### config.mk
export PLATFORM = sky130hd
export DESIGN_NAME = mea_reduce
export DESIGN_NICKNAME = d
export VERILOG_FILES = /design/src/sv/mea_pkg.sv /design/src/sv/mea_reduce.sv
export SDC_FILE = /design/constraint.sdc
export NUM_CORES = 1
export LEC_CHECK = 0
export BUFFER_PORTS_ARGS = -buffer_cell sky130_fd_sc_hd__buf_4
export CAP_MARGIN = 10
export CORE_AREA = 2 2 411 413
export DETAILED_ROUTE_END_ITERATION = 10
export DIE_AREA = 0 0 413 415
export SETUP_SLACK_MARGIN = 0.4
export SKIP_LAST_GASP = 1
export SYNTH_ARGS = -nofsm -noshare
export SYNTH_HDL_FRONTEND = slang
export SYNTH_SLANG_ARGS = --single-unit
### constraint.sdc
create_clock -name vclk -period 32.1
set_input_delay 8.025 -clock vclk [all_inputs]
set_output_delay 8.025 -clock vclk [all_outputs]
set_load 0.02 [all_outputs]
### src/sv/mea_pkg.sv
// Shared types and constants for the monomial exponent ALU.
`default_nettype none
package mea_pkg;

  localparam int NumLanes   = 32;
  localparam int LanesWord  = 8;
  localparam int NumWords   = NumLanes / LanesWord;
  localparam int ExpW       = 7;
  localparam int RankW      = 6;
  localparam int DegW       = 12;
  localparam int ValW       = 13;
  localparam int WordDegW   = 10;

  typedef logic [ExpW-1:0] exp_t;
  typedef logic [7:0]      byte_t;
  typedef logic [63:0]     word_t;

  typedef enum logic [3:0] {
    CmdEquals   = 4'd0,
    CmdDivides  = 4'd1,
    CmdDivide   = 4'd2,
    CmdMultiply = 4'd3,
    CmdLcm      = 4'd4,
    CmdGcd      = 4'd5,
    CmdDegree   = 4'd6,
    CmdRevlex   = 4'd7,
    CmdGrevlex  = 4'd8
  } cmd_e;

  typedef struct packed {
    logic [NumLanes-1:0] t_gt_s;
    logic [NumLanes-1:0] t_lt_s;
  } lane_cmp_t;

  typedef struct packed {
    logic               equal;
    logic               t_div_s;
    logic               s_div_t;
    logic               mul_ovf;
    logic [DegW-1:0]    deg_t;
    logic [DegW-1:0]    deg_s;
    logic signed [7:0]  revlex;
  } reduce_t;

endpackage
`default_nettype wire

### src/sv/mea_reduce.sv
// Reductions across lanes: flags, total degrees and highest nonzero difference.
`default_nettype none
module mea_reduce (
  input  mea_pkg::exp_t  [mea_pkg::NumLanes-1:0] t_i,
  input  mea_pkg::exp_t  [mea_pkg::NumLanes-1:0] s_i,
  input  mea_pkg::byte_t [mea_pkg::NumLanes-1:0] diff_i,
  input  mea_pkg::byte_t [mea_pkg::NumLanes-1:0] sum_i,
  input  mea_pkg::lane_cmp_t                     cmp_i,
  output mea_pkg::reduce_t                       red_o
);
  import mea_pkg::*;

  logic [WordDegW-1:0] wdeg_t [NumWords];
  logic [WordDegW-1:0] wdeg_s [NumWords];
  logic [NumLanes-1:0] ovf_lane;

  always_comb begin
    for (int k = 0; k < NumWords; k++) begin
      wdeg_t[k] = '0;
      wdeg_s[k] = '0;
      for (int j = 0; j < LanesWord; j++) begin
        wdeg_t[k] = wdeg_t[k] + WordDegW'(t_i[k*LanesWord+j]);
        wdeg_s[k] = wdeg_s[k] + WordDegW'(s_i[k*LanesWord+j]);
      end
    end
  end

  always_comb begin
    red_o.deg_t = '0;
    red_o.deg_s = '0;
    for (int k = 0; k < NumWords; k++) begin
      red_o.deg_t = red_o.deg_t + DegW'(wdeg_t[k]);
      red_o.deg_s = red_o.deg_s + DegW'(wdeg_s[k]);
    end
    red_o.revlex = '0;
    for (int i = 0; i < NumLanes; i++) begin
      ovf_lane[i] = sum_i[i][7];
      if (diff_i[i] != '0) begin
        red_o.revlex = signed'(diff_i[i]);
      end
    end
    red_o.equal   = ~|(cmp_i.t_gt_s | cmp_i.t_lt_s);
    red_o.t_div_s = ~|cmp_i.t_gt_s;
    red_o.s_div_t = ~|cmp_i.t_lt_s;
    red_o.mul_ovf = |ovf_lane;
  end

endmodule
`default_nettype wire

Word level (Yosys, flattened, before mapping)
Cells that the tools add are included.
{ "classes": {"bitwise_logic": 1, "addsub": 62, "n_reduce_logical": 39, "mux": 32} }
{ "ops": {"columns": ["operator", "n"], "rows": [
  ["$add 10x7->10", 32],
  ["$mux 8", 32],
  ["$reduce_bool 8->1", 32],
  ["$reduce_or 32->1", 4],
  ["$add 9x7->10", 8],
  ["$add 8x7->9", 8],
  ["$add 7x7->8", 8],
  ["$or 32x32->32", 1],
  ["$add 11x10->12", 2],
  ["$add 12x10->12", 2],
  ["$add 10x10->11", 2],
  ["$logic_not 1->1", 3]
]} }
{ "totals": {"input_bits": 1024, "register_bits": 0} }

Longest topological paths before layout
Gate-level depths: netlist (run 1).
{ "depth": {"word_depth": 33, "ltp_mapped": 24, "depth_no_buf": 24} }

Worst setup path before layout (run 1)
Ideal clock, no wire load.
{ "synth_path": {"kind": "input to output", "from": "input port s_i[150] in the netlist's numbering", "to": "output port red_o[19] in the netlist's numbering", "required_time_ns": 24.075, "path_stages": 24, "slack_ns": 9.948, "t_arrival_ns": 14.127, "cell_sequence": "inv_1 fa_1 inv_1 fa_1 fa_1 inv_1 fa_1 inv_1 fa_1 inv_1 fa_1 inv_1 fa_1 inv_1 fa_1 inv_1 ha_1 a21o_1 a21oi_1 o21bai_1 a2111oi_0 o31ai_1 a21oi_1 xnor2_1"} }
{ "synth_rtl": {"columns": ["element", "line_no", "source"], "rows": [
  ["start, declared", "mea_reduce.sv:5", "input mea_pkg::exp_t [mea_pkg::NumLanes-1:0] s_i,"],
  ["end, declared", "mea_reduce.sv:9", "output mea_pkg::reduce_t red_o"]
]} }

==> flow_summary.yaml, run 1 <==
run_status:
  status: "complete, no violations"
detailed_routing:
  drtAntennaViolNets: 0
  drc_errors: 0
  routed_wl_mm: 84.27
  first_iter_violations: 852
  routed_via_density: 3.053
  wl_per_cell_um: 18.53
  vias: 13880
  drt-pass1-iter-count: 5
global_route:
  grt_usage_pct: 9.562
  antenna_found_initial: 14
  grt_pass1_wl_mm: 116.9
  grt_max_degree: 11
  grt_pass1_vias: 15500
  overflow: 0
min_path:
  min-delay-start: "sum_i[143]"
  hold_path_end: "red_o[32]"
  min_path_type: "in -> out"
  hold_path_depth: 5
timing:
  setup_viol: 0
  relSlewSlack_pct: 18.51
  setup_tns_ns: 0
  slew_viol_final: 0
  fin_crit_ns: 23.90
  worstMarginPinSlew_ns: 1.192
  finalCritPeriodShare_pct: 74.45
  hold_violations: 0
  grt_setup_unrepaired: "no"
  fmax_mhz: 41.85
critical_path:
  worst-path-max-fanout: 3
  end_kind: "output port"
  critPathLaunchType: "input pin"
  critPathKind: "in -> out"
  cp_data_required_time_ns: 24.07
  cp.arrival_ns: 15.87
synth:
  synth_most_common_cell: "inv_1"
  synthDominantCellAreaShare_pct: 57.23
  synthCells: 1503
  seq_area_frac_synth_pct: 0
  synth.cell_area_sq_um: 14270
  synth_cell_types: 59
  yosysTopAreaCell: "fa_1"
  ys_top_cells_by_count: "inv_1 (555), fa_1 (408), ha_1 (72)"
  mappedNetlistNets: 3007
  syn_area_per_cell_sq_um: 9.495
  synth.top_cells.by_area: "fa_1 (57%), inv_1 (15%), ha_1 (6.3%)"
  ys_warn_count: 0
floorplanning:
  core-area_sq_um: 166700
  die_h_um: 415
  ios: 1060
  die_area_sq_um: 171400
  start_util_pct: 8.563
  fp.dieW_um: 413
  rows: 150
final_layout:
  n_clock_buffer: 0
  drive_gt1_share_pct: 36.76
  numSequentialCells: 0
  areaGrowthSynthToFinish_pct: 63.42
  seqCellArea_sq_um: 0
  num-nets-final: 3840
  fillers: 19090
cts:
  cts_resized: 0
  cts_hold_buffers: 0
  post_cts_buffers: 0
run:
  drv_cap: 0
placed_design:
  dp_hpwl_mm: 81.88
  place_congestion: 0.9759
  port_buffers: 836
==> routing by layer <==
layer | track usage, % | vias up | routed length [um]
met5 | 0 | - | 0
met2 | 14.44 | 536 | 36800
met3 | 0.8336 | 10 | 4510
met1 | 15.08 | 6978 | 42570
met4 | 0.6225 | 0 | 378
li1 | - | 6360 | -
==> cell type report <==
class                           instances  area, sq um  share of cell area, %
Tap cell                             2204         2758                  11.82
Antenna cell                           10        25.02                 0.1073
Multi-Input combinational cell        941        12170                  52.16
Inverter                              555         2083                  8.932
Timing Repair Buffer                  838         6291                  26.97
==> worst max-delay path by stage <==
stage	cells past startpoint	to	slack, ns	from
3_5_place_dp	23	red_o[30]	7.71	t_i[107]
4_1_cts	23	red_o[30]	7.72	t_i[107]
5_1_grt	23	red_o[30]	7.59	t_i[107]
3_3_place_gp	23	red_o[30]	7.84	t_i[107]
2_1_floorplan	24	red_o[19]	9.95	s_i[150]
6_report	23	red_o[30]	8.20	t_i[107]
==> logic make-up (layout without fill, tap and decap cells) <==
family                     after synthesis  after routing  share of synthesized area, %
AOI/OAI and AO/OA                      223            223                         10.94
xor gates and xnor gates                16             16                        0.9820
adders and majority gates              480            480                         63.55
buffers and inverters                  562           1393                         14.80
other                                    0             10                             0
and+or+nand+nor                        222            222                         9.732
==> cells in the final DEF, fill, tap and decap left out, types with 11 or more instances in the layout <==
cell      instances
or4_1            20
nor4_1           57
buf_4           838
inv_1           555
nand2_1          18
o21bai_1         14
xnor2_1          13
ha_1             72
o21a_1           25
fa_1            408
nor2_1           26
nor3_1           16
a21oi_1          52
a221oi_1         24
a221o_1          11
or3_1            34
o21ai_0          32
==> metrics by stage <==
stage	instance area [sq um]	hold slack, ns	util [%]	setup WS, ns	instances
floorplan	14270	16.24	-	9.948	1503
global placement	23300	16.44	13.98	7.838	4538
detailed placement	23300	16.44	13.98	7.712	4538
CTS	23300	16.43	13.98	7.716	4538
global route	23310	16.44	13.99	7.587	4543
finish	23320	16.43	13.99	8.202	4548
==> worst max-delay path, cell delays in order <==
cell	delay, ns
buf_4	0.09
fa_1	0.52
inv_1	0.13
fa_1	0.84
inv_1	0.13
fa_1	0.58
inv_1	0.15
fa_1	0.43
fa_1	0.74
inv_1	0.09
fa_1	0.46
fa_1	0.50
inv_1	0.05
fa_1	0.47
inv_1	0.04
ha_1	0.30
a21oi_1	0.17
o21bai_1	0.12
a21o_1	0.19
a21oi_1	0.83
o21ai_0	0.30
xor2_1	0.42
buf_4	0.22
==> run 2: changes to the inputs <==
==> constraint.sdc (replaced) <==
create_clock -name vclk -period 24.2
set_input_delay 6.05 -clock vclk [all_inputs]
set_output_delay 6.05 -clock vclk [all_outputs]
set_load 0.02 [all_outputs]
==> flow_summary.yaml, run 2 (same netlist as run 1, synthesis figures left out) <==
detailed_routing:
  drtAntennaViolNets: 0
  drt-pass1-iter-count: 7
  routed_wl_mm: 81.16
  wl_per_cell_um: 17.85
  vias: 14040
  first_iter_violations: 769
  routed_via_density: 3.088
  drc_errors: 0
timing:
  fin_crit_ns: 19.49
  setup_tns_ns: 0
  grt_setup_unrepaired: "no"
  relSlewSlack_pct: 25.94
  worstMarginPinSlew_ns: 1.101
  hold_violations: 0
  fmax_mhz: 51.30
  finalCritPeriodShare_pct: 80.56
  slew_viol_final: 0
  setup_viol: 0
floorplanning:
  ios: 1060
  rows: 150
  core-area_sq_um: 166700
  fp.dieW_um: 413
  die_area_sq_um: 171400
  start_util_pct: 8.563
  die_h_um: 415
run:
  drv_cap: 0
final_layout:
  layout_commonest_cell: "buf_4"
  areaGrowthSynthToFinish_pct: 63.42
  numSequentialCells: 0
  drive_gt1_share_pct: 36.76
  final_cell_mix: "buf_4 (838), inv_1 (555), fa_1 (408), ha_1 (72), nor4_1 (57)"
  n_clock_buffer: 0
  num-nets-final: 3840
  seqCellArea_sq_um: 0
  fillers: 19020
critical_path:
  critPathMostFrequentCell: "fa_1"
  critPathLaunchType: "input pin"
  crit_end: "red_o[30]"
  critPathKind: "in -> out"
  path_depth: 23
  path_cells: "buf_4 > fa_1 > inv_1 > fa_1 > inv_1 > fa_1 > inv_1 > fa_1 > fa_1 > inv_1 > fa_1 > fa_1 > inv_1 > fa_1 > inv_1 > ha_1 > a21oi_1 > o21bai_1 > a21o_1 > a21oi_1 > o21ai_0 > xor2_1 > buf_4"
  cp.arrival_ns: 13.44
  worst-path-max-fanout: 3
  cp_data_required_time_ns: 18.15
  cpPeakStageDelay_ns: 0.93
  cp_top_family: "adder cells"
  critPathLaunch: "t_i[114]"
  crit_buf_inv: 8
  slowest_stage: "fa_1"
  end_kind: "output port"
min_path:
  min_path_type: "in -> out"
global_route:
  grt_usage_pct: 9.200
  antenna_found_initial: 25
  grt_pass1_wl_mm: 113.2
  grt_max_degree: 11
  overflow: 0
  grt_pass1_vias: 15770
cts:
  cts_resized: 0
  post_cts_buffers: 0
  cts_hold_buffers: 0
placed_design:
  port_buffers: 836
  dp_hpwl_mm: 78.64
  place_congestion: 1.011
run_status:
  status: "complete, no violations"
[run 2: cell counts in the layout (fill, tap and decap cells not counted)]
Identical to the previous run, type by type.
[run 2: layout make-up]
cell class                 count  area (sq um)  area share [%]
antenna                       10         25.02          0.1073
inverter                     555          2083           8.932
multi-input combinational    941         12170           52.16
tap                         2204          2758           11.82
timing repair buffer         838          6291           26.97
[run 2: metal layers]
metal | part of all wire [%] | track usage, % | wire (um) | vias up
li1 | - | - | - | 6346
met1 | 48 | 13.57 | 39010 | 6999
met2 | 42 | 13.27 | 34090 | 631
met3 | 8.8 | 2.819 | 7174 | 62
met4 | 1.1 | 1.085 | 869 | 4
met5 | 0.027 | 0.4240 | 22 | -
[run 2: worst min path at each step]
stage                            from        end  depth (start not counted)
after floorplan             cmp_i[47]  red_o[34]                          3
after global placement    diff_i[249]   red_o[1]                          4
after detailed placement  diff_i[249]   red_o[1]                          4
after CTS                 diff_i[249]   red_o[1]                          4
after global routing        cmp_i[15]  red_o[33]                          5
final                     diff_i[249]   red_o[1]                          4
[run 2: per-stage QoR]
step	util, %	instances	worst slack, ns	area (sq um)	hold WS, ns
finish	13.99	4548	4.705	23320	12.47
global route	13.99	4546	3.910	23320	12.52
CTS	13.98	4538	4.210	23300	12.47
detailed placement	13.98	4538	4.205	23300	12.47
global placement	13.98	4538	4.303	23300	12.47
floorplan	-	1503	5.998	14270	12.29
[run 2: worst min-delay path, delay by kind of cell]
family | cells | cell delay, ns
AO/OA/AOI/OAI | 2 | 0.13
buffers and inverters | 2 | 0.24
Power of run 2 is not shown: default switching activity piles up to over one toggle a cycle in this logic, so the estimate is an artifact.
==> run 3: changes to the inputs <==
==> constraint.sdc (replaced) <==
create_clock -name vclk -period 18.3
set_input_delay 4.575 -clock vclk [all_inputs]
set_output_delay 4.575 -clock vclk [all_outputs]
set_load 0.02 [all_outputs]
==> flow_summary.yaml, run 3 (same netlist as run 1, synthesis figures left out) <==
floorplanning:
  start_util_pct: 8.563
  ios: 1060
  die_area_sq_um: 171400
  die_h_um: 415
  fp.dieW_um: 413
  rows: 150
  core-area_sq_um: 166700
placed_design:
  place_congestion: 1.009
  dp_hpwl_mm: 81.15
  port_buffers: 836
critical_path:
  worst-path-max-fanout: 2
  cp_data_required_time_ns: 13.73
  critPathLaunchType: "input pin"
  critPathKind: "in -> out"
  end_kind: "output port"
  cp.arrival_ns: 12.08
global_route:
  overflow: 0
  grt_pass1_vias: 15540
  grt_pass1_wl_mm: 116.8
  grt_max_degree: 11
  grt_usage_pct: 9.512
  antenna_found_initial: 18
run_status:
  status: "complete, no violations"
detailed_routing:
  routed_wl_mm: 83.63
  vias: 13960
  drc_errors: 0
  routed_via_density: 3.069
  drtAntennaViolNets: 0
  wl_per_cell_um: 18.38
  drt-pass1-iter-count: 5
  first_iter_violations: 762
cts:
  cts_hold_buffers: 0
  post_cts_buffers: 0
  cts_resized: 0
final_layout:
  areaGrowthSynthToFinish_pct: 63.49
  final_util_pct: 14.00
  num-nets-final: 3841
  fillers: 19080
  seqCellArea_sq_um: 0
  numSequentialCells: 0
  layout_commonest_cell: "buf_4"
  final_cell_mix: "buf_4 (839), inv_1 (555), fa_1 (408), ha_1 (72), nor4_1 (57)"
  drive_gt1_share_pct: 36.79
  multi_input_area_sq_um: 12170
  n_clock_buffer: 0
timing:
  finalCritPeriodShare_pct: 91.03
  worstMarginPinSlew_ns: 1.084
  setup_tns_ns: 0
  relSlewSlack_pct: 27.03
  fmax_mhz: 60.03
  hold_violations: 0
  grt_setup_unrepaired: "no"
  fin_crit_ns: 16.66
  setup_viol: 0
  slew_viol_final: 0
run:
  drv_cap: 0
min_path:
  min_path_type: "in -> out"
run 3: cell types whose count changed in the layout (fill, tap and decap cells not counted):
| cell | previous run | this run |
|---|---|---|
| diode_2 | 10 | 11 |
| buf_4 | 838 | 839 |
run 3: worst paths after layout:
kind	from	end	slack, ns	cells after the start
hold / removal	sum_i[143]	red_o[32]	9.54	5
setup / recovery	t_i[43]	red_o[30]	1.64	25
run 3: critical path: stages:
cell	delay (ns)
buf_4	0.11
fa_1	0.50
inv_1	0.36
fa_1	0.51
fa_1	0.88
inv_1	0.13
fa_1	0.50
inv_1	0.05
fa_1	0.46
fa_1	0.51
inv_1	0.06
fa_1	0.45
fa_1	0.50
ha_1	0.18
inv_1	0.07
fa_1	0.45
inv_1	0.07
a21oi_1	0.06
o21bai_1	0.21
a21o_1	0.15
a21oi_1	0.06
buf_4	0.17
o21ai_0	0.21
xor2_1	0.54
buf_4	0.26
run 3: per-layer routing:
| layer | global-route usage (%) | wire (um) | vias to the layer above |
|---|---|---|---|
| met5 | 0 | 0 | - |
| met4 | 0.7766 | 540 | 0 |
| met3 | 0.8147 | 4188 | 28 |
| met2 | 14.09 | 36140 | 526 |
| met1 | 15.18 | 42770 | 7059 |
| li1 | - | - | 6351 |
run 3: cell type report:
cell class | instances | area share (%)
multi-input combinational | 941 | 52.14
timing repair buffer | 839 | 26.99
tap | 2204 | 11.82
inverter | 555 | 8.929
antenna | 11 | 0.1180
run 3: stage by stage:
step	hold WS, ns	instances	instance area, sq um	worst slack, ns
6_report	9.537	4550	23330	1.641
5_1_grt	9.558	4547	23320	1.179
4_1_cts	9.537	4539	23300	1.460
3_5_place_dp	9.539	4539	23300	1.461
3_3_place_gp	9.543	4539	23300	1.463
2_1_floorplan	9.342	1503	14270	3.048
