===== src/sv/mea_pkg.sv =====
// Shared types and constants for the monomial exponent ALU.
`default_nettype none
package mea_pkg;

  localparam int NumLanes   = 32;
  localparam int LanesWord  = 8;
  localparam int NumWords   = NumLanes / LanesWord;
  localparam int ExpW       = 7;
  localparam int RankW      = 6;
  localparam int DegW       = 12;
  localparam int ValW       = 13;
  localparam int WordDegW   = 10;

  typedef logic [ExpW-1:0] exp_t;
  typedef logic [7:0]      byte_t;
  typedef logic [63:0]     word_t;

  typedef enum logic [3:0] {
    CmdEquals   = 4'd0,
    CmdDivides  = 4'd1,
    CmdDivide   = 4'd2,
    CmdMultiply = 4'd3,
    CmdLcm      = 4'd4,
    CmdGcd      = 4'd5,
    CmdDegree   = 4'd6,
    CmdRevlex   = 4'd7,
    CmdGrevlex  = 4'd8
  } cmd_e;

  typedef struct packed {
    logic [NumLanes-1:0] t_gt_s;
    logic [NumLanes-1:0] t_lt_s;
  } lane_cmp_t;

  typedef struct packed {
    logic               equal;
    logic               t_div_s;
    logic               s_div_t;
    logic               mul_ovf;
    logic [DegW-1:0]    deg_t;
    logic [DegW-1:0]    deg_s;
    logic signed [7:0]  revlex;
  } reduce_t;

endpackage
`default_nettype wire


===== src/sv/mea_lanes.sv =====
// Per-variable lane operations: difference, sum, max, min and compares.
`default_nettype none
module mea_lanes (
  input  mea_pkg::exp_t  [mea_pkg::NumLanes-1:0] t_i,
  input  mea_pkg::exp_t  [mea_pkg::NumLanes-1:0] s_i,
  output mea_pkg::byte_t [mea_pkg::NumLanes-1:0] diff_o,
  output mea_pkg::byte_t [mea_pkg::NumLanes-1:0] sum_o,
  output mea_pkg::exp_t  [mea_pkg::NumLanes-1:0] max_o,
  output mea_pkg::exp_t  [mea_pkg::NumLanes-1:0] min_o,
  output mea_pkg::lane_cmp_t                     cmp_o
);
  import mea_pkg::*;

  always_comb begin
    for (int i = 0; i < NumLanes; i++) begin
      diff_o[i]        = {1'b0, t_i[i]} - {1'b0, s_i[i]};
      sum_o[i]         = {1'b0, t_i[i]} + {1'b0, s_i[i]};
      cmp_o.t_gt_s[i]  = t_i[i] > s_i[i];
      cmp_o.t_lt_s[i]  = t_i[i] < s_i[i];
      max_o[i]         = cmp_o.t_lt_s[i] ? s_i[i] : t_i[i];
      min_o[i]         = cmp_o.t_gt_s[i] ? s_i[i] : t_i[i];
    end
  end

endmodule
`default_nettype wire


===== config.mk =====
export PLATFORM = sky130hd
export DESIGN_NAME = mea_lanes
export DESIGN_NICKNAME = d
export VERILOG_FILES = /design/src/sv/mea_pkg.sv /design/src/sv/mea_lanes.sv
export SDC_FILE = /design/constraint.sdc
export NUM_CORES = 1
export LEC_CHECK = 0
export ABC_CLOCK_PERIOD_IN_PS = 2190
export BUFFER_PORTS_ARGS = -buffer_cell sky130_fd_sc_hd__buf_2
export CORE_AREA = 5 5 567 569
export DETAILED_ROUTE_END_ITERATION = 10
export DIE_AREA = 0 0 572 574
export PLACE_DENSITY = 0.35
export REMOVE_ABC_BUFFERS = 1
export SLEW_MARGIN = 30
export SYNTH_ARGS = -nofsm -noshare
export SYNTH_HDL_FRONTEND = slang
export SYNTH_SLANG_ARGS = --single-unit

===== constraint.sdc =====
create_clock -name vclk -period 2.19
set_clock_uncertainty 0.15 [all_clocks]
set_input_delay 0.219 -clock vclk [all_inputs]
set_output_delay 0.219 -clock vclk [all_outputs]
set_load 0.05 [all_outputs]

# ---- After elaboration in Yosys (flattened, before gate mapping)
# Index checks and enable logic that the tools add are counted.
dict set report totals {
  register_bits 0
  out_inout_bits 1024
}
dict set report classes {
  n_addsub 64
  muxes 64
  magnitude_cmp 64
}
# op count
set op_table {}
lappend op_table {{7-bit two-way mux} 64}
lappend op_table {{7-bit by 7-bit adder with 8-bit output} 32}
lappend op_table {{7-bit by 7-bit subtractor with 8-bit output} 32}
lappend op_table {{7-bit > comparator} 32}
lappend op_table {{7-bit less-than comparator} 32}

# ---- Depth between registers and ports, before layout
# Gate-level depths: netlist (run 1).
dict set report depth {
  depth_word 2
  ltp_mapped 10
  ltp_nobuf 9
}

# ---- Worst setup path before layout (run 1)
# Ideal clock, no wire load.
dict set report synth_timing {
  kind {in2out}
  startpoint {input t_i[49] (netlist name)}
  endpoint {output diff_o[62] (netlist name)}
  t_required_ps 1821
  setup_slack_ps -1280
  n_path_buf 0
  path_stages 6
  arrival_time_ps 3101
  path_cell_list {inv_1 ha_1 fa_1 and2b_1 o311ai_0 o311ai_0}
}
# item line
set synth_lines {}
lappend synth_lines {{from (decl)} mea_lanes.sv:4} ;# input mea_pkg::exp_t [mea_pkg::NumLanes-1:0] t_i,
lappend synth_lines {{to (decl)} mea_lanes.sv:6} ;# output mea_pkg::byte_t [mea_pkg::NumLanes-1:0] diff_o,

==> results of run 1 <==
==> power by group through the flow <==
stage	Combinational (W)	Sequential, W	Clock (W)
finish	0.0396	0	0.00000000344
global placement	0.0315	0	0
floorplan	0.0166	0	0
global route	0.0411	0	0.00000000289
CTS	0.0373	0	0
detailed placement	0.0315	0	0
==> metal layers <==
metal | vias to the layer above | wire [um] | track usage
li1 | 19200 | - | -
met2 | 1396 | 130000 | 0.264
met5 | - | 453 | 0
met1 | 20200 | 103000 | 0.171
met3 | 373 | 21800 | 0.0474
met4 | 64 | 10300 | 0.0492
==> cells by family after synthesis <==
family,count (synthesis),synth area share
XOR/XNOR,192,0.0600
buffers and inverters,655,0.103
AO/OA/AOI/OAI,768,0.240
AND/OR/NAND/NOR,917,0.184
adder cells (fa/ha/maj),512,0.246
multiplexers,417,0.168
==> area by class of cell <==
| class | instances | area, um2 |
|---|---|---|
| Fill cell | 34000 | 239000 |
| Antenna cell | 52 | 130 |
| Inverter | 471 | 2190 |
| Tap cell | 4180 | 5230 |
| Timing Repair Buffer | 3479 | 34600 |
| Multi-Input combinational cell | 2806 | 34600 |
==> per-stage QoR <==
| step | util | cell area [um2] | hold WS (ps) | total power, W |
|---|---|---|---|---|
| after floorplan | - | 26900 | 510 | 0.0166 |
| after global placement | 0.177 | 55900 | 783 | 0.0315 |
| after detailed placement | 0.177 | 55900 | 787 | 0.0315 |
| after CTS | 0.221 | 69900 | 666 | 0.0373 |
| after global routing | 0.243 | 76700 | 672 | 0.0411 |
| final | 0.243 | 76800 | 660 | 0.0396 |
==> synth_stat cells, drive strengths merged (36+ instances only) <==
library cell	count	area share
nor2	225	0.031
nand3b	40	0.011
o21ai	46	0.0082
nor3	108	0.019
o311ai	136	0.060
o21bai	73	0.020
fa	64	0.046
buf	166	0.036
xnor2	184	0.058
a21oi	133	0.025
mux2i	66	0.024
nand2	128	0.019
o31ai	57	0.016
nor2b	102	0.023
or4b	50	0.018
and3	46	0.011
ha	448	0.20
nand2b	51	0.012
a221o	58	0.021
or2	36	0.0080
inv	471	0.064
a221oi	44	0.014
mux2	351	0.14
==> worst paths after layout <==
check                   end  slack (ps)  cells past startpoint
setup / recovery  diff_o[6]        -440                     11
hold / removal    min_o[24]         660                      3
==> cell usage in the layout, fill, tap and decap left out, types with 40 or more instances in the layout <==
master and instances:
buf_4 1680, buf_6 655, buf_2 440, buf_12 350, buf_8 313, mux2_4 306
ha_4 229, inv_1 228, nor2_1 187, ha_1 184, xnor2_1 144, o311ai_4 126
inv_2 123, nor3_1 102, nand2_1 100, inv_4 91, a21oi_1 86, fa_2 64
a221o_1 54, diode_2 52, o21bai_1 48, nand2b_1 47, nor2b_4 46, or4b_4 46
mux2_2 45, nor2b_1 43, mux2i_1 41, nand3b_1 40
==> repair_timing <==
item / in CTS / in global routing
gates resized for setup: 3038 / 1388
buffers inserted: 226 / 245
endpoints found under the setup margin: 785 / 768
pin swaps: 333 / 446
==> summary by stage, run 1 <==
Status
The flow ran to the end, but the final reports show violations. The final reports fail on negative setup slack.

Floorplanning
The number of top-level pins is 1472. The floorplan has 207 rows. The floorplan step defined a die boundary enclosing 328000 um2.

The core area is 316000 um2. The initial core utilization is 0.0886. The chip height is 574 um. The width of the die is 572 um.

STA
The final count of pins violating max slew was 0. At the pin with the least slew margin, the transition time is 520 ps. The minimum period implied by the final worst setup slack is 2630 ps. The final-report setup violation count is 575.

In the final timing run, aggregate negative setup slack is -128570 ps. The post-layout worst setup margin is -440 ps. The highest clock frequency the design can meet is 0.380 GHz.

The tightest slew margin relative to the limit is 0.655. The final hold violation count is 0. Of the available clock period, the critical path in the final layout requires 1.20. Setup repair after global routing could not meet its margin everywhere.

Logic synthesis
The sequential area share after synthesis is 0. After synthesis the cells add up to 28000 um2. The netlist uses 72 different library cells. Synthesis produced 3461 cells. The Yosys step of the flow raised 0 warnings. The post-synthesis area per instance is 8.10 um2.

Power and ir drop
The share of total power dissipated in sequential elements is 0. Power spread over the standard cell area amounts to 516 nW/um2. In this run the static leakage power is 34.9 nW. The peak supply drop is 0.371 mV. The internal power component is 0.0172 W. The clock network power share is 0. The analysis attributes to net switching a power of 0.0224 W. The switching portion of total power is 0.566. The power share of the combinational group is 1.000.

Final layout
The layout-stage area growth over the synthesis result is 174%. The final layout contains 7718 nets. Registers take 0 um2. In the final layout, the share of cells above drive strength 1 is 0.759.

The count of clock buffers in the final design is 0. Once layout is complete, the cells apart from fillers number 11000. The sequential cell count is 0.

Worst setup path
The cell family contributing the most delay on the critical path is buffers and inverters. The arrival time reported for the critical path endpoint is 2260 ps. The endpoint kind of the worst setup timing path is an output port. Counting both buffers and inverters, the worst setup path holds a total of 5. The highest-delay cell along the critical path is or4b_4.

The kind of critical path is input pin to output port. The worst setup path is launched from an input pin. The largest single stage delay on the critical path is 530 ps.

In this run the worst path has a maximum fanout of 3. At the worst endpoint, the required time is 1820 ps. The start point of the critical path is t_i[0]. The signal on the critical path passes through buf_8 -> buf_6 -> inv_4 -> ha_4 -> fa_2 -> nor2b_4 -> buf_6 -> o311ai_4 -> or4b_4 -> o311ai_4 -> clkbuf_16.

Drt
The routed wire length is 266000 um. The detailed-route via count is 41200. In the final routed layout, each cell accounts on average for 24.2 um. The first routing iteration left 1807 violations. The detail route stage leaves a number of antenna-violating nets equal to 0.

The first detailed-routing pass took 5 iterations. In the routed design, unresolved DRC markers number 0. Dividing the detail-routed via count by the number of cells gives 3.75.

Worst hold path
The worst hold path belongs to the class input pin to output port. The start point of the worst min-delay path is s_i[24].

Placement
The count of input and output buffers is 1472. At the placement stage, the worst setup path has a slack of -1080 ps. The placer congestion estimate is 0.958.

Counting tap cells, the placed design contains a total of 10500 instances. The wire-length estimate of the detail-placed layout is 237000 um.

GRT
The maximum number of pins on one net before global-route repair is 16. The number of global-route vias before repair came to 42300. The first-pass GRT wire length is 351000 um. The total overflow left after global routing is 0.

The aggregate global-route resource usage is 0.150. The number of antenna violations at the first check in global routing is 111.

Run
The max-cap violation count is 0.

Clock network
For this design, the CTS-stage hold fixing added 0 buffers.
(Power assumes the default switching activity.)
==> run 2: changes to the inputs <==
==> constraint.sdc (replaced) <==
create_clock -name vclk -period 2.19
set_clock_uncertainty 0.15 [all_clocks]
set_input_delay 0.1095 -clock vclk [all_inputs]
set_output_delay 0.1095 -clock vclk [all_outputs]
set_load 0.05 [all_outputs]
==> run 2 against run 1 <==
Compared with the run above: the flow still finishes with violations (negative setup slack); cell count shrank 4.1%; clock-buffer cell count did not move; power is 11% lower; hold slack worse by 210 ps; critical path depth fell by 1; setup slack improved by 170 ps; final area shrank 15%; via count shrank 4.7%; non-clock buffer count down 464; combinational power down 11%; largest cell class unchanged.
==> summary by stage, run 2 (synthesized netlist as in run 1, its figures left out) <==
Status
The flow ran to the end, but the final reports show violations. The checks that failed: negative setup slack.

Drt
After detailed routing, the total wire length is 258000 um. The first-pass iteration count of the detailed router is 5. The remaining number of nets flagged by the antenna check after routing is 0. Dividing the detail-routed via count by the number of cells gives 3.73. After detailed routing, the average wire length per cell comes to 24.5 um. After detailed routing, the number of remaining DRC violations is 0. Across all layers, the routed design uses 39300 vias. The count of routing violations after the opening detailed-route iteration is 2013.

Worst setup path
The signal on the critical path passes through buf_8 -> buf_4 -> ha_2 -> fa_2 -> nor2b_1 -> o311a_1 -> or4_1 -> o311ai_2 -> buf_4 -> buf_8. The biggest cell delay along the critical path is 420 ps. The nature of the critical path startpoint is an input pin. The cell class contributing the biggest share of worst-path delay is buffers and inverters.

The number of buffers and inverters on the critical path is 4. The highest-delay cell along the critical path is or4_1. The worst setup path is captured at an output port. For the worst setup path, the data required time is 1930 ps.

The worst setup path is of the input pin to output port kind. Data arrives at the worst endpoint at 2200 ps. Along the worst path, the maximum fanout reaches 3.

Final layout
The post-layout instance count excluding filler cells is 10500. The most common library cell in the layout ignoring fill and taps is buf_4. The count of clock buffers in the final design is 0. The number of nets in the layout is 7254. The area of the multi-input gates is 30900 um2. The flip-flop and latch area is 0 um2. The share of post-route cells with drive strength above 1 is 0.664. The final standard cell area without fillers is 65600 um2. The layout-stage area growth over the synthesis result is 134%. The sequential cell count is 0. The number of filler cells placed in the layout is 35000. The library cells used most frequently in the layout, excluding fill and tap cells, are buf_4 (1445), buf_2 (740), inv_1 (378).

Power and ir drop
The leakage dissipation is 30.7 nW. The overall power consumption is 0.0352 W. The total power density per cell area is 536 nW/um2.

The peak supply drop is 0.317 mV.

Placement
OpenSTA, run right after detailed placement, puts the worst setup slack at -734 ps. The cell area after placement is 53100 um2. The count of placed standard cells including taps is 10300.

The detailed placement HPWL is 234000 um. Buffers placed on the I/O ports in this run total 1472. The placer congestion estimate is 0.958.

STA
The final count of pins violating max slew is 0. Derived from the worst setup path, the maximum achievable clock frequency is 0.406 GHz. Setup violations remaining at the end of the flow were counted as 298. The tightest slew margin relative to the limit is 0.566. Setup repair after global routing could not meet its margin everywhere. The final hold violation count is 0. The post-layout worst setup margin is -274 ps.

The share of the clock period used by the worst path after layout is 1.13. The pin slew with the least headroom to its limit is 646 ps. The minimum period implied by the final worst setup slack is 2460 ps.

Worst hold path
The worst hold path terminates at min_o[91]. Counting instances, the worst hold path has a depth of 3. The min-delay analysis places its worst path in the category input pin to output port. The startpoint identified for the worst hold timing path is s_i[91].

Run
The max-cap violation count is 0.

GRT
For this run the aggregate overflow at the end of global routing stands at 0. The number of global-route vias before repair was 40300. The first global-routing pass estimated 343000 um of wire. The aggregate global-route resource usage is 0.147. The number of antenna violations at the first check in global routing came to 146. Entering global routing, the biggest net connects 16 pins.

Clock network
The count of hold buffers inserted by post-cts repair is 0.

Floorplanning
After floorplanning, the core was divided into 207 placement rows. The initial core utilization is 0.0886. From bottom edge to top edge, the die measures 574 um. The die area is 328000 um2. During I/O placement, the number of pins put on the boundary was 1472. The width of the die is 572 um. The core area is 316000 um2.
-- run 2: cell type report --
class	instances	share of cell area
Multi-Input combinational cell	2806	0.471
Timing Repair Buffer	3015	0.417
Tap cell	4180	0.0797
Inverter	471	0.0301
Antenna cell	66	0.00252
-- run 2: how the worst max path moves through the flow --
stage | startpoint | endpoint | slack, ps | depth (start not counted)
after floorplan | t_i[175] | min_o[177] | -1130 | 8
after global placement | t_i[98] | diff_o[118] | -920 | 10
after detailed placement | t_i[42] | diff_o[54] | -730 | 10
after CTS | s_i[98] | min_o[100] | -300 | 10
after global routing | t_i[98] | sum_o[118] | -310 | 10
final | t_i[98] | sum_o[118] | -270 | 10
-- run 2: per-layer routing --
layer  vias up  global-route usage  part of all wire  routed length [um]
met5         -                   0            0.0021                 551
met4        80              0.0376             0.036                9280
met3       397              0.0445             0.085               21900
met2      1460               0.260              0.48              124000
met1     19100               0.172              0.40              102000
li1      18200                   -                 -                   -
-- run 2: tightest hold or removal path: cells and delay by family --
family,cells,cell delay (ps)
buf+inv,2,220
mux,1,150
-- run 2: where the power goes --
| part | total, W | internal (W) | leakage [nW] | switching, W |
|---|---|---|---|---|
| logic | 0.0352 | 0.0139 | 30.7 | 0.0212 |
| clock network | 0.00000000426 | 0.00000000426 | 0.000418 | 0 |
| registers | 0 | 0 | 0 | 0 |
| total | 0.0352 | 0.0139 | 30.7 | 0.0212 |
-- run 2: metrics by stage --
step	util	hold WS, ps	TNS, ps
global placement	0.168	568	-162080
CTS	0.198	449	-37420
global route	0.207	452	-37400
floorplan	-	291	-147520
detailed placement	0.168	572	-164230
finish	0.207	445	-20510
-- run 2: what timing repair did --
action | 4_1_cts | 5_1_grt
gates cloned | 1 | 0
endpoints found under the hold margin | 0 | 0
endpoints found under the setup margin | 623 | 619
setup buffers | 126 | 99
pin swaps | 219 | 217
gates resized for setup | 2137 | 562
==> run 3: changes to the inputs <==
PLACE_DENSITY = not set   (was 0.35)
PLACE_DENSITY_LB_ADDON = 0.05   (was not set)
==> run 3 against run 2 <==
Compared with the run above: the flow still finishes with violations (negative setup slack); power rose by 0.30%; first-iteration DRC count fell by 41%; flip-flop and latch count did not move; critical path depth did not move; cell count barely moved; sequential share of layout area did not move; wire length fell by 2.9%; critical endpoint is now diff_o[126]; hold slack got worse by 2.0 ps; combinational power barely moved.
==> summary by stage, run 3 (synthesized netlist as in run 1, its figures left out) <==
Worst setup path
The required arrival time at the worst endpoint is 1930 ps. The number of buffers and inverters on the critical path is 4. On the worst path, the slowest cell contributes a delay of 480 ps. Traced cell by cell, the critical path runs through buf_12 -> inv_4 -> ha_4 -> fa_2 -> and2b_2 -> buf_4 -> o311ai_4 -> or4b_1 -> o311ai_2 -> clkbuf_16.

The slowest stage of the critical path is the or4b_1 cell. The cell family contributing the most delay on the critical path is simple AND/OR/NAND/NOR gates. STA puts the critical path data arrival time at 2170 ps. The worst setup path is captured at an output port. The start point of the critical path is t_i[105].

The nature of the critical path startpoint is an input pin. The maximum net fanout on the critical path is 2. The worst setup path is of the input pin to output port kind.

Final layout
The share of post-route cells with drive strength above 1 is 0.665. The count of cells in the finished layout, fillers not included, comes to 10500. The number of nets in the layout is 7266. In the layout the commonest cells are buf_4 (1441), buf_2 (747), inv_1 (389). The layout-stage area growth over the synthesis result is 137%. Once layout is done, the placed cells without fillers occupy 66500 um2. The design has 0 sequential cells.

Summing all multi-input logic gate instances after layout gives 31200 um2. The count of clock buffers in the final design is 0. Counting the fill cells in the layout gives 35000.

The library cell used most frequently in the layout, excluding fill and tap cells, is buf_4. Across the whole layout, storage elements account for 0 um2.

Drt
The detailed-route via count is 38000. The routed wire length is 250000 um. After detailed routing, the number of remaining DRC violations is 0. The first-pass iteration count of the detailed router is 5. The count of routing violations after the opening detailed-route iteration is 1197. The via density per instance is 3.61.

Once detail routing completed, the nets flagged for antenna violations numbered 0. The wire length per cell after detailed routing is 23.8 um.

Floorplanning
The floorplan step defined a die boundary enclosing 328000 um2. The core area is 316000 um2. The chip height is 574 um.

During I/O placement, the number of pins put on the boundary was 1472. The number of placement rows is 207. The width of the die is 572 um. The initial utilization of the core area, before any placement, comes to 0.0886.

Worst hold path
The destination of the worst hold path is min_o[91]. The type of the tightest min-delay check is input pin to output port. The start point of the worst min-delay path is s_i[91]. The worst hold path was traced through 3 stages.

STA
The tightest slew margin relative to the limit is 0.693. For the final routed database, the setup TNS stands at -19360 ps. The final count of pins violating max slew came to 0. Setup repair after global routing could not meet its margin everywhere.

For the pin with the worst max-slew slack, the measured transition is 460 ps. Of the available clock period, the critical path in the final layout requires 1.11. Once routing completed, OpenROAD measured the worst setup slack at -238 ps. Based on the critical path, the design can be clocked at up to 0.412 GHz.

The post-route worst hold slack is 443 ps. Counting I/O delays and the setup requirement, the final critical path takes 2430 ps. The final hold violation count is 0. Setup violations remaining at the end of the flow were counted as 271.

Run
Max-cap violations in this run came to 0.

GRT
The maximum number of pins on one net before global-route repair is 12. The first global-routing pass estimated 337000 um of wire. The aggregate global-route resource usage is 0.143.

The number of antenna violations at the first check in global routing was 130. The number of global-route vias before repair is 40600. The remaining global-route overflow is 0.

Power and ir drop
The completed layout was analyzed and its total power is 0.0353 W. The total power density per cell area is 531 nW/um2. The peak supply drop is 0.275 mV. The leakage dissipation is 31.1 nW.

Status
The final reports fail on negative setup slack. The flow ran to the end, but the final reports show violations.

Placement
The detailed placement HPWL is 230000 um. Routability-driven placement finished with a final weighted congestion of 0.884. During placement, the flow inserted port buffers numbering 1472. Once placement finished, the instance area stood at 53800 um2. Including well taps, the total number of placed cells is 10300.
==> run 3: changes by cell type in the layout (fill, tap and decap cells not counted), moves of 14 or more <==
cell and delta:
nor2b_1 -14, buf_12 +27, nor2b_4 +14, buf_8 +22
diode_2 -16, buf_6 -45
==> run 3: worst max-delay path by stage <==
stage	endpoint	slack (ps)	depth (start not counted)
2_1_floorplan	min_o[177]	-1130	8
3_3_place_gp	diff_o[102]	-760	9
3_5_place_dp	diff_o[102]	-750	9
4_1_cts	sum_o[38]	-320	9
5_1_grt	diff_o[126]	-310	10
6_report	diff_o[126]	-240	10
==> run 3: final cells by class <==
class,count,share of cell area
multi-input combinational,2806,0.469
inverter,471,0.0296
timing repair buffer,3026,0.420
tap,4180,0.0787
antenna,50,0.00188
timing repair inverter,1,0.000169
==> run 3: per-stage QoR <==
step / utilization / setup WS [ps]
3_3_place_gp: 0.170 / -762
4_1_cts: 0.201 / -318
2_1_floorplan: - / -1130
5_1_grt: 0.210 / -306
6_report: 0.210 / -238
3_5_place_dp: 0.170 / -752
==> run 3: layer usage <==
layer	wire length, um	part of all wire	up-vias	track usage
met2	128000	0.51	1066	0.271
met3	22000	0.088	242	0.0538
li1	-	-	18200	-
met5	520	0.0021	-	0
met1	93900	0.37	18400	0.153
met4	6220	0.025	78	0.0198
==> run 3: timing repair <==
action / in CTS / in global routing
setup endpoints to repair: 633 / 601
pin swaps: 224 / 234
endpoints found under the hold margin: 0 / 0
buffers inserted: 143 / 67
hold buffers: 0 / 0
resized for setup: 2205 / 565
cloned: 1 / 0
==> run 3: report_power, final <==
part	internal (W)	total [W]	switching, W
Sequential	0	0	0
Clock	0.00000000307	0.00000000307	0
Combinational	0.0142	0.0353	0.0211
Total	0.0142	0.0353	0.0211
